==> src/rtl/tif_pkg.sv <==
// Shared types and telnet byte codes for the telnet IAC filter.
// No dependencies.
`default_nettype none

package tif_pkg;

    localparam logic [7:0] IAC_BYTE   = 8'hFF;
    localparam logic [7:0] GO_AHEAD   = 8'd249;
    localparam logic [7:0] VERB_LIMIT = 8'd250;
    localparam logic [7:0] VERB_WILL  = 8'd251;
    localparam logic [7:0] VERB_WONT  = 8'd252;
    localparam logic [7:0] VERB_DO    = 8'd253;
    localparam logic [7:0] VERB_DONT  = 8'd254;

    localparam logic [7:0] OPT_BINARY = 8'd0;
    localparam logic [7:0] OPT_ECHO   = 8'd1;
    localparam logic [7:0] OPT_SGA    = 8'd3;

    // Input item: cmd set clears negotiation state
    typedef struct packed {
        logic       cmd;
        logic [7:0] in_byte;
        logic       segment_end;
    } in_item_t;

    // Result item: terminal byte or network reply byte
    typedef struct packed {
        logic       to_network;
        logic [7:0] out_byte;
        logic       last;
    } out_item_t;

endpackage

`default_nettype wire

==> src/rtl/telnet_iac_filter_unit.sv <==
// Top level of the telnet IAC filter: decode, negotiation state, result register.
// Depends on tif_pkg.
`default_nettype none

// Receive-side telnet filter. Each input item is decoded in the cycle it is
// accepted and its results land in a three-byte result register. A plain data
// byte, an escape byte or an option with no reply yields at most one result
// byte, so such items stream at one per cycle while res_stall is low. A
// negotiation reply (IAC, verb, option) is shifted out of the result register
// byte by byte; the input is stalled and the next item is taken in the cycle
// the final reply byte leaves. A clear command (cmd set) resets the state and
// yields no result. segment_end is carried in but does not affect decoding.
module telnet_iac_filter_unit (
    input  wire logic              clk,
    input  wire logic              rst_n,
    input  wire logic              byte_valid,
    output logic                   byte_stall,
    input  wire tif_pkg::in_item_t byte_item,
    output logic                   res_valid,
    input  wire logic              res_stall,
    output tif_pkg::out_item_t     res_item
);
    import tif_pkg::*;

    // negotiation state
    logic       in_escape_reg, in_escape_next;
    logic       awaiting_option_reg, awaiting_option_next;
    logic [7:0] pending_verb_reg, pending_verb_next;
    logic       peer_binary_reg, peer_binary_next;

    // result register: up to three bytes, shifted out from byte0
    logic       res_valid_reg, res_valid_next;
    logic [1:0] remain_reg, remain_next;
    logic       net_reg, net_next;
    logic [7:0] byte0_reg, byte0_next;
    logic [7:0] byte1_reg, byte1_next;
    logic [7:0] byte2_reg, byte2_next;

    logic       accept;
    logic       take_last;
    logic [7:0] c;
    logic       known;
    logic       do_data;
    logic       do_reply;
    logic [7:0] data_byte;
    logic [7:0] reply_verb;
    logic [7:0] reply_opt;

    // take the next item once the result register is empty or its final byte leaves
    assign take_last  = res_valid_reg && !res_stall && (remain_reg == 2'd1);
    assign byte_stall = res_valid_reg && !take_last;
    assign accept     = byte_valid && !byte_stall;
    assign c          = byte_item.in_byte;
    assign known      = (c == OPT_BINARY) || (c == OPT_ECHO) || (c == OPT_SGA);

    // decode one byte against the current state
    always_comb
    begin
        in_escape_next       = in_escape_reg;
        awaiting_option_next = awaiting_option_reg;
        pending_verb_next    = pending_verb_reg;
        peer_binary_next     = peer_binary_reg;
        do_data              = 1'b0;
        do_reply             = 1'b0;
        data_byte            = c;
        reply_verb           = VERB_WONT;
        reply_opt            = c;
        if (byte_item.cmd)
        begin
            in_escape_next       = 1'b0;
            awaiting_option_next = 1'b0;
            pending_verb_next    = 8'd0;
            peer_binary_next     = 1'b0;
        end
        else if (!in_escape_reg)
        begin
            if (c == IAC_BYTE)
                in_escape_next = 1'b1;
            else
                do_data = 1'b1;
        end
        else if (!awaiting_option_reg)
        begin
            if (c == GO_AHEAD)
            begin
                in_escape_next = 1'b0;
            end
            else
            begin
                pending_verb_next    = c;
                awaiting_option_next = 1'b1;
                // escaped 0xFF in binary mode is a literal data byte
                if (peer_binary_reg && (c == IAC_BYTE))
                begin
                    in_escape_next       = 1'b0;
                    awaiting_option_next = 1'b0;
                    do_data              = 1'b1;
                end
            end
        end
        else
        begin
            // option byte: reject unknown options under any verb above VERB_LIMIT (negotiation verbs and 0xFF)
            if (!known && (pending_verb_reg > VERB_LIMIT))
                do_reply = 1'b1;
            case (pending_verb_reg)
                VERB_WILL:
                begin
                    if (c == OPT_BINARY)
                        peer_binary_next = 1'b1;
                end
                VERB_WONT:
                begin
                    if (c == OPT_BINARY)
                        peer_binary_next = 1'b0;
                end
                VERB_DO, VERB_DONT:
                begin
                    if (c == OPT_BINARY)
                    begin
                        do_reply   = 1'b1;
                        reply_verb = (pending_verb_reg == VERB_DO) ? VERB_WILL : VERB_WONT;
                    end
                    else if (c == OPT_ECHO)
                    begin
                        do_reply   = 1'b1;
                        reply_verb = VERB_WONT;
                    end
                    else if (c == OPT_SGA)
                    begin
                        do_reply   = 1'b1;
                        reply_verb = VERB_WILL;
                    end
                end
                default:
                begin
                end
            endcase
            in_escape_next       = 1'b0;
            awaiting_option_next = 1'b0;
        end
    end

    // load or advance the result register
    always_comb
    begin
        res_valid_next = res_valid_reg;
        remain_next    = remain_reg;
        net_next       = net_reg;
        byte0_next     = byte0_reg;
        byte1_next     = byte1_reg;
        byte2_next     = byte2_reg;
        if (accept)
        begin
            res_valid_next = do_data || do_reply;
            net_next       = do_reply;
            remain_next    = do_reply ? 2'd3 : 2'd1;
            byte0_next     = do_reply ? IAC_BYTE : data_byte;
            byte1_next     = reply_verb;
            byte2_next     = reply_opt;
        end
        else if (res_valid_reg && !res_stall)
        begin
            // empty once the final byte leaves
            res_valid_next = (remain_reg != 2'd1);
            remain_next    = remain_reg - 2'd1;
            byte0_next     = byte1_reg;
            byte1_next     = byte2_reg;
        end
    end

    // hold state and the result register
    always_ff @(posedge clk or negedge rst_n)
    begin
        if (!rst_n)
        begin
            in_escape_reg       <= 1'b0;
            awaiting_option_reg <= 1'b0;
            pending_verb_reg    <= 8'd0;
            peer_binary_reg     <= 1'b0;
            res_valid_reg       <= 1'b0;
            remain_reg          <= 2'd0;
        end
        else
        begin
            if (accept)
            begin
                in_escape_reg       <= in_escape_next;
                awaiting_option_reg <= awaiting_option_next;
                pending_verb_reg    <= pending_verb_next;
                peer_binary_reg     <= peer_binary_next;
            end
            res_valid_reg <= res_valid_next;
            remain_reg    <= remain_next;
        end
    end

    // payload needs no reset
    always_ff @(posedge clk)
    begin
        net_reg   <= net_next;
        byte0_reg <= byte0_next;
        byte1_reg <= byte1_next;
        byte2_reg <= byte2_next;
    end

    assign res_valid           = res_valid_reg;
    assign res_item.to_network = net_reg;
    assign res_item.out_byte   = byte0_reg;
    assign res_item.last       = (remain_reg == 2'd1);

endmodule

`default_nettype wire

==> config.mk <==
export PLATFORM = sky130hd
export DESIGN_NAME = telnet_iac_filter_unit
export DESIGN_NICKNAME = d
export VERILOG_FILES = /design/src/rtl/tif_pkg.sv /design/src/rtl/telnet_iac_filter_unit.sv
export SDC_FILE = /design/constraint.sdc
export NUM_CORES = 1
export LEC_CHECK = 0
export ABC_AREA = 1
export BUFFER_PORTS_ARGS = -buffer_cell sky130_fd_sc_hd__buf_2
export CAP_MARGIN = 20
export CORE_MARGIN = 8
export CORE_UTILIZATION = 51
export DETAILED_ROUTE_END_ITERATION = 8
export GPL_TIMING_DRIVEN = 0
export PLACE_DENSITY = 0.76
export SYNTH_ARGS = -nofsm -noshare
export SYNTH_HDL_FRONTEND = slang
export SYNTH_SLANG_ARGS = --single-unit
==> constraint.sdc <==
create_clock -name clk -period 1.8 [get_ports clk]
set_clock_uncertainty 0.15 [all_clocks]
set_input_delay 0.36 -clock clk [delete_from_list [all_inputs] [get_ports clk]]
set_output_delay 0.36 -clock clk [all_outputs]
set_load 0.02 [all_outputs]
After elaboration in Yosys (flattened, before gate mapping):

Index checks and enable logic that the tools add are counted.

* register bits: 39
* bits in latches: 0
* RAM bits: 0
* memory bits (read-only): 0
* output and inout port bits: 12
* word-level logic and storage cells: 98
* memories kept: 0

* add/subtract/negate cells: 1
* multiply operators: 0
* div/mod/pow operators: 0
* magnitude comparators: 1
* equality and inequality tests: 14
* shifts and indexed selects: 0
* muxes and demuxes: 50
* bitwise operators: 0
* reduce and logical (&&, ||, !) cells: 22

Operator list (count)
* $mux 8: 9
* $eq 8x8->1 const B: 6
* $mux 1: 29
* $mux 3: 8
* $eq 8x1->1 const B: 1
* $eq 8x2->1 const B: 1
* $gt 8x8->1 const B: 1
* $logic_not 8->1: 1
* $logic_and 1x1->1: 6
* $mux 2: 3
* $ne 3x3->1 const B: 2
* $reduce_and 6->1: 1
* $reduce_bool 2->1: 3
* $logic_not 1->1: 4
* $ne 2x2->1 const B: 2
* $reduce_and 4->1: 1
* $logic_or 1x1->1: 3
* $reduce_bool 3->1: 1
* $eq 2x1->1 const B: 1
* $ne 2x1->1 const B: 1
* $pmux 1 s2: 1
* $reduce_and 2->1: 1
* $reduce_or 2->1: 1
* $sub 2x1->2 const B: 1

Longest topological paths before layout:

Gate-level depths: netlist of the first run.

* word-level depth: 15
* mapped depth: 12

Least setup slack after synthesis of the first run:

No wires, ideal clock.

* path kind: reg2reg
* start: register remain_reg[1]
* end: register byte0_reg[5], data pin
* setup time: 0.258 ns
* arrival: 1.660 ns
* setup slack: -0.269 ns
* cell stages (with the launch flop): 11
* buffers on the path: 1
* clock period less this slack: 2.069 ns
* cell sequence: dfrtp_1 > inv_1 > ha_1 > nand2_1 > nand2_1 > nand2_1 > inv_2 > clkbuf_1 > nand2_1 > o21ai_0 > nand2_1

RTL lines
* start, declared: RTL line telnet_iac_filter_unit.sv:33 `logic [1:0] remain_reg, remain_next;`
* start signal, assigned: RTL line telnet_iac_filter_unit.sv:194 `remain_reg <= remain_next;`
* end signal, assigned: RTL line telnet_iac_filter_unit.sv:202 `byte0_reg <= byte0_next;`
* end, declared: RTL line telnet_iac_filter_unit.sv:35 `logic [7:0] byte0_reg, byte0_next;`

Worst setup path in the final report of the first run:

* start: register remain_reg[0]
* end: register byte1_reg[4], data pin

* word-level cells in the longest chain between the ends: 7

Ends and longest elaborated chain
* $eq 2x1->1: RTL line telnet_iac_filter_unit.sv:50 `assign take_last = res_valid_reg && !res_stall && (remain_reg == 2'd1);`
* $logic_and 1x1->1: RTL line telnet_iac_filter_unit.sv:50
* $logic_not 1->1: RTL line telnet_iac_filter_unit.sv:51 `assign byte_stall = res_valid_reg && !take_last;`
* $logic_and 1x1->1: RTL line telnet_iac_filter_unit.sv:51
* $logic_not 1->1: RTL line telnet_iac_filter_unit.sv:52 `assign accept = byte_valid && !byte_stall;`
* $logic_and 1x1->1: RTL line telnet_iac_filter_unit.sv:52
* net accept: RTL line telnet_iac_filter_unit.sv:39 `logic accept;`
* $mux 8: RTL line telnet_iac_filter_unit.sv:153 `if (accept)`
* end signal, assigned: RTL line telnet_iac_filter_unit.sv:203 `byte1_reg <= byte1_next;`
* end, declared: RTL line telnet_iac_filter_unit.sv:36 `logic [7:0] byte1_reg, byte1_next;`

The timed path passes the listed nets, and every way through them passes these cells.
A chain may end at the register's enable or synchronous reset.

==> summary.md, run 1 <==
| Metric | Value |
|---|---|
| Fmax | about 0.58 GHz |
| Clk sink count | 39 |
| DR DRC count | 0 |
| CP Max Fanout | 18 |
| Ports | 26 |
| Die Y | ~77 microns |
| Number of global-route vias before repair | between 1500 and 2000 |
| Critical Path Sink Type | flip-flop |
| Inserted Clock Buffers | 5 |
| Placed insts | 288 |
| Mapped Area | slightly below 0.002 sq mm |
| Post-synthesis register bit count | 39 |
| GRT Util Overall | 0.1401 |
| Ys Warns | 0 |
| Worst EP required | ~1.7 ns |
| Final Hold Fails | 0 |
| Setup CP Type | reg2reg |
| Syn Inst Count | around 220 |
| Layout Cells excl Fill | between 200 and 300 |
| Root buffer selected by CTS | clkbuf_8 |
| CTS Buffer Depth | 2 |
| Via density per instance | ~5.1 |
| RR Startpoint | remain_reg[0]$_DFFE_PN0P_ |
| Starting Density | 0.5300 |
| Leading cell type in the layout, fill and taps excluded | nand2_1 |
| Commonest non-fill, non-tap cells in the layout | nand2_1 (67), edfxtp_1 (25), buf_2 (24) |
| Total Power | around 3.2 mW |
| Ant diodes | 0 |
| Iter 0 DRT Violations | 137 |
| Least-Margin Pin Slew | 0.3329 ns |
| Critical R2R Capture | byte1_reg[4]$_SDFFCE_PP1P_ |
| Initial antenna violation count | 0 |
| # fillers | between 300 and 400 |
| Drt wl/cell | between 10 and 15 microns |
| Port Buffers | 24 |
| Hold Path End | byte2_reg[5]$_DFFE_PP_ |
| Post-synthesis sequential area ratio | 0.5718 |
| Antenna Violating Nets Remaining | 0 |
| Synth Area per Inst | 8.915 sq um |
| Pre-CTS WS | -0.03862 ns |
| Largest net degree at the start of global routing | 20 |
| Final setup viols | 0 |
| Share of cells above drive strength 1 | 0.2560 |
| Drt pass-1 iters | 4 |
| Min-delay worst type | in2reg |
| Gr ovfl total | 0 |
| Worst IR Drop VDD | slightly below 600 uV |
| Final Cycle Share | 0.9647 |
| Final-report max-slew violation count | 0 |
| Total negative slack | 0 ns |
| HP Start | byte_item[6] |
| Setup bufs post-CTS | 0 |
| Die area | around 0.0060 sq mm |
| Routability cong. | 0.9171 |
| Clock Latency Late Sink | 0.29 ns |
| First-pass GRT wire length | 6.844 mm |
| Syn Nets | 231 |
| Min Tclk post-route | around 1.7 ns |
| Critical Path Source Type | flip-flop |
| R2R Setup Slk | 0.06 ns |
| Reg clk slew, reported paths | around 0.070 ns |
| Slew margin rel. | 0.7781 |
| H-tree depth | 2 |
| Arr. time, crit path | 1.63 ns |
| FP Rows | 22 |
| Max-cap violations | 0 |
| Core box area | around 0.0036 sq mm |
| Nets | approximately 260 |
| Die X | 77.45 microns |
| RSZ-0062 raised after global routing | true |
| Post-synthesis cell type count | 30 |
| Post-DP HPWL | roughly 2.9 mm |
| PwrDens | 1409 mW/mm^2 |
| Outcome | completed |
| Final worst slack | 0.06362 ns |
| Leak pwr | between 1 and 1.5 nW |
| Post-Route WL | 3.952 mm |
| Vias post-DR | 1517 |
| Layout area overhead | 17.35% |
| Fin util | 0.6219 |
| Reg2Reg Depth | 7 |
| Hold path depth | 1 |
| CTS tree | yes |
==> where the power goes <==
| part | total (mW) | internal, mW | leakage, nW | switching [mW] |
|---|---|---|---|---|
| clock network | 0.567 | 0.272 | 0.0422 | 0.295 |
| logic | 1.14 | 0.420 | 0.568 | 0.721 |
| registers | 1.48 | 1.34 | 0.416 | 0.137 |
==> how the worst max path moves through the flow <==
stage / slack (ns) / endpoint / depth (start not counted) / start
detailed placement: -0.04 / byte0_reg[0]$_DFFE_PP_ / 8 / remain_reg[0]$_DFFE_PN0P_
global placement: -0.04 / byte0_reg[5]$_DFFE_PP_ / 10 / remain_reg[1]$_DFFE_PN0P_
global route: -0.04 / remain_reg[0]$_DFFE_PN0P_ / 9 / remain_reg[0]$_DFFE_PN0P_
finish: 0.06 / byte1_reg[4]$_SDFFCE_PP1P_ / 7 / remain_reg[0]$_DFFE_PN0P_
CTS: -0.05 / byte0_reg[0]$_DFFE_PP_ / 8 / remain_reg[0]$_DFFE_PN0P_
floorplan: 0.04 / byte1_reg[4]$_SDFFCE_PP1P_ / 7 / remain_reg[0]$_DFFE_PN0P_
==> kinds of logic after synthesis <==
group	count (synthesis)	synth area share
and+or+nand+nor	110	0.2411
DFF	39	0.5718
buffers and inverters	34	0.07343
AOI/OAI and AO/OA	32	0.1072
adders and majority gates	1	0.006497
==> cell usage after synthesis, drive strengths merged <==
cell type | count | area share
o21bai | 1 | 0.0039
ha | 1 | 0.0065
dfrtp | 14 | 0.18
o21ai | 15 | 0.049
edfxtp | 25 | 0.39
clkbuf | 1 | 0.0019
nand4 | 2 | 0.0065
o22a | 1 | 0.0045
a21oi | 8 | 0.023
or2 | 6 | 0.019
inv | 29 | 0.057
nor3 | 3 | 0.0078
o211ai | 6 | 0.023
nand2 | 72 | 0.15
nand3 | 5 | 0.013
buf | 4 | 0.015
nand3b | 1 | 0.0039
nor2 | 20 | 0.042
nor4 | 1 | 0.0033
o31ai | 1 | 0.0039
==> area by class of cell <==
type                            count  area [sq um]  share of cell area
Buffer                              5         52.55             0.02326
Clock buffer                        7         76.32             0.03378
Clock inverter                      1         5.005            0.002215
Inverter                           29         113.9             0.05039
Multi-Input combinational cell    143         709.4              0.3140
Sequential cell                    39          1101              0.4873
Tap cell                           48         60.06             0.02658
Timing Repair Buffer               26         141.4             0.06257
==> timing repair <==
item,4_1_cts,5_1_grt
endpoints found under the hold margin,14,0
gates cloned,0,1
gates resized for setup,2,16
hold buffers,1,0
endpoints found under the setup margin,30,45
==> metrics by stage <==
| stage | hold slack (ns) | instance area [sq um] |
|---|---|---|
| final | 0.1398 | 2260 |
| after global routing | 0.1409 | 2260 |
| after CTS | 0.1349 | 2212 |
| after detailed placement | 0.1306 | 2112 |
| after global placement | 0.1287 | 2112 |
| after floorplan | -0.08559 | 1932 |
==> worst max-delay path, stage by stage (launching register included) <==
cell,delay (ns)
dfrtp_1,0.41
ha_4,0.18
nand2_1,0.06
nand2_1,0.08
nand2_2,0.12
inv_4,0.06
buf_8,0.15
or2_2,0.27
==> layer usage <==
layer | global-route usage | part of all wire
met1 | 0.1535 | 0.42
met2 | 0.2502 | 0.51
met3 | 0.04378 | 0.051
met4 | 0.04717 | 0.014
met5 | 0 | 0
No activity file was read; power rests on OpenSTA's default activity.
==> run 2, diff against run 1 <==
- CORE_MARGIN: 8 -> 2
==> run 2 against run 1 <==
  * Die area is 29% lower
  * Core utilization increased by 2.5 points
  * Non-clock buffer count grew 6
  * Critical path type is now reg2out
==> summary.md, run 2 (same netlist as run 1, synthesis figures left out) <==
| Metric | Value |
|---|---|
| Outcome | completed |
| Starting Density | 0.5300 (unchanged) |
| Die Y | 65.45 microns (-15%) |
| Min-delay worst type | in2reg |
| Core box area | 0.003633 sq mm (unchanged) |
| Max-cap violations | 0 (unchanged) |
| Via density per instance | 5.082 (-0.17%) |
| Min Tclk post-route | 1.727 ns (-0.009771 ns) |
| Die area | 0.004283 sq mm (-29%) |
| Final worst slack | 0.07339 ns (+0.009771 ns) |
| Final Hold Fails | 0 (unchanged) |
| Seq pwr share | 0.430 (-0.033) |
| Sw Pwr | 1.181 mW (+2.3%) |
| Least-Margin Pin Slew | 0.4117 ns (+0.07888 ns) |
| Largest net degree at the start of global routing | 20 (unchanged) |
| Crit path max-delay family | flip-flops |
| Root buffer selected by CTS | clkbuf_8 |
| Reg area | 0.001101 sq mm (unchanged) |
| Initial antenna violation count | 0 (unchanged) |
| Commonest non-fill, non-tap cells in the layout | nand2_1 (66), edfxtp_1 (25), buf_2 (24) |
| Clock Latency Late Sink | 0.29 ns (about the same) |
| GRT Util Overall | 0.1935 (+0.05337) |
| Worst EP required | 1.29 ns (-0.40 ns) |
| Drt pass-1 iters | 4 (unchanged) |
| Finished Cell Area | 0.002351 sq mm (+4.0%) |
| Comb pwr share | 0.361 (+0.003) |
| Post-DP HPWL | 2.662 mm (-8.9%) |
| Critical-path top delay cell | dfrtp_1 |
| Share of cells above drive strength 1 | 0.2868 (+0.03082) |
| Reg clk slew, reported paths | 0.07 ns (about the same) |
| First-pass GRT wire length | 6.113 mm (-11%) |
| CP peak stage delay | 0.41 ns (about the same) |
| Final-report max-slew violation count | 0 (unchanged) |
| Pre-CTS WS | -0.06518 ns (-0.02657 ns) |
| Iter 0 DRT Violations | 110 (-20%) |
| Drt wl/cell | 12.41 microns (-6.5%) |
| Fmax | 0.5792 GHz (+0.57%) |
| Leak pwr | 1.063 nW (+3.6%) |
| Final setup viols | 0 (unchanged) |
| Placed insts | 288 (unchanged) |
| WP buf/inv | 2 (unchanged) |
| Number of global-route vias before repair | 1328 (-13%) |
| Slew margin rel. | 0.7255 (-0.05263) |
| Clk sink count | 39 (unchanged) |
| Vias post-DR | 1555 (+2.5%) |
| Sw Ratio | 0.3455 (-0.01704) |
| Layout Cells excl Fill | 306 (+2.7%) |
| Ports | 26 (unchanged) |
| Fin util | 0.6470 (+0.02514) |
| Arr. time, crit path | 1.22 ns (-0.41 ns) |
| Worst IR Drop VDD | 973.8 uV (+68%) |
| FP Rows | 22 (unchanged) |
| Inserted Clock Buffers | 5 (unchanged) |
| PwrDens | 1454 mW/mm^2 (+3.2%) |
| Port Buffers | 24 (unchanged) |
| Critical Path Source Type | flip-flop |
| Clock power frac | 0.208 (+0.030) |
| CP Max Fanout | 3 (-15) |
| Setup CP Type | reg2out |
| Post-Route WL | 3.796 mm (-3.9%) |
| Die X | 65.45 microns (-15%) |
| Routability cong. | 0.8813 (-3.9%) |
| Nets | 272 (+3.0%) |
| Placement Cell Area | 0.002112 sq mm (unchanged) |
| Ant diodes | 0 (unchanged) |
| Critical Path Sink Type | output port |
| Layout area overhead | 22.09% |
| Crit path cell chain | ha_4 > nand2_1 > nand2_2 > inv_1 > buf_2 |
| CTS Buffer Depth | 2 (unchanged) |
| # fillers | 311 (-4.6%) |
| Pint | 2.237 mW (+10%) |
| DR DRC count | 0 (unchanged) |
| CTS tree | yes |
| H-tree depth | 2 (unchanged) |
| Final Cycle Share | 0.9592 (-0.005428) |
| Leading cell type in the layout, fill and taps excluded | nand2_1 |
| Area occupied by multi-input gates | 732.0 sq um (+3.2%) |
| Gr ovfl total | 0 (unchanged) |
| Antenna Violating Nets Remaining | 0 (unchanged) |
[run 2: cell types whose count changed in the layout (fill, tap and decap cells not counted), sizes merged]
cell	change
bufinv	+1
buf	+6
o21ai	+1
nand2	+1
clkbuf	-2
clkinv	+1
[run 2: routing by layer]
| metal | routed length, microns | up-vias | GRT usage | part of all wire |
|---|---|---|---|---|
| li1 | - | 788 | - | - |
| met1 | 1627 | 718 | 0.2548 | 0.43 |
| met2 | 1934 | 43 | 0.3048 | 0.51 |
| met3 | 180 | 6 | 0.06164 | 0.047 |
| met4 | 53 | 0 | 0.06250 | 0.014 |
| met5 | 0 | - | 0 | 0 |
[run 2: final timing paths]
check                                                       end  slack (ns)  depth (start not counted)                             from
worst max register to register       byte1_reg[6]$_SDFFCE_PP1P_        0.08                          7        remain_reg[0]$_DFFE_PN0P_
max in group asynchronous             remain_reg[0]$_DFFE_PN0P_        0.91                          2                            rst_n
worst min register to register  pending_verb_reg[5]$_DFFE_PN0P_        0.35                          2  pending_verb_reg[5]$_DFFE_PN0P_
min in group asynchronous           peer_binary_reg$_DFFE_PN0P_        0.35                          2                            rst_n
worst min-delay path                     byte2_reg[4]$_DFFE_PP_        0.15                          1                     byte_item[5]
worst max-delay path                                 byte_stall        0.07                          5        remain_reg[0]$_DFFE_PN0P_
[run 2: power groups by stage]
stage          sequential [mW]  clock, mW  combinational (mW)
2_1_floorplan             1.58          0               0.675
3_3_place_gp              1.47          0                1.02
3_5_place_dp              1.48          0                1.05
4_1_cts                   1.46      0.723                1.09
5_1_grt                   1.50      0.765                1.38
6_report                  1.47      0.711                1.24
[run 2: timing repair]
action                                 in CTS  in global routing
setup buffers                               0                  8
setup endpoints to repair                  30                 43
gates resized for setup                     5                 14
hold buffers                                1                  0
pin swaps                                   0                  5
endpoints found under the hold margin      14                  0
gates cloned                                0                  2
[run 2: final cells by class]
type / count / area share
Buffer: 4 / 0.01969
Sequential cell: 39 / 0.4683
Multi-Input combinational cell: 145 / 0.3113
Clock buffer: 5 / 0.02927
Timing Repair Buffer: 33 / 0.08089
Inverter: 29 / 0.04843
Tap cell: 48 / 0.02555
Clock inverter: 3 / 0.01650
[run 2: per-stage QoR]
step                hold WS (ns)  setup TNS, ns  power, mW
global route              0.1303      -0.008305      3.648
finish                    0.1463              0      3.417
floorplan               -0.08559              0      2.253
global placement          0.1260        -0.5647      2.494
detailed placement        0.1299         -1.279      2.536
CTS                       0.1382              0      3.274
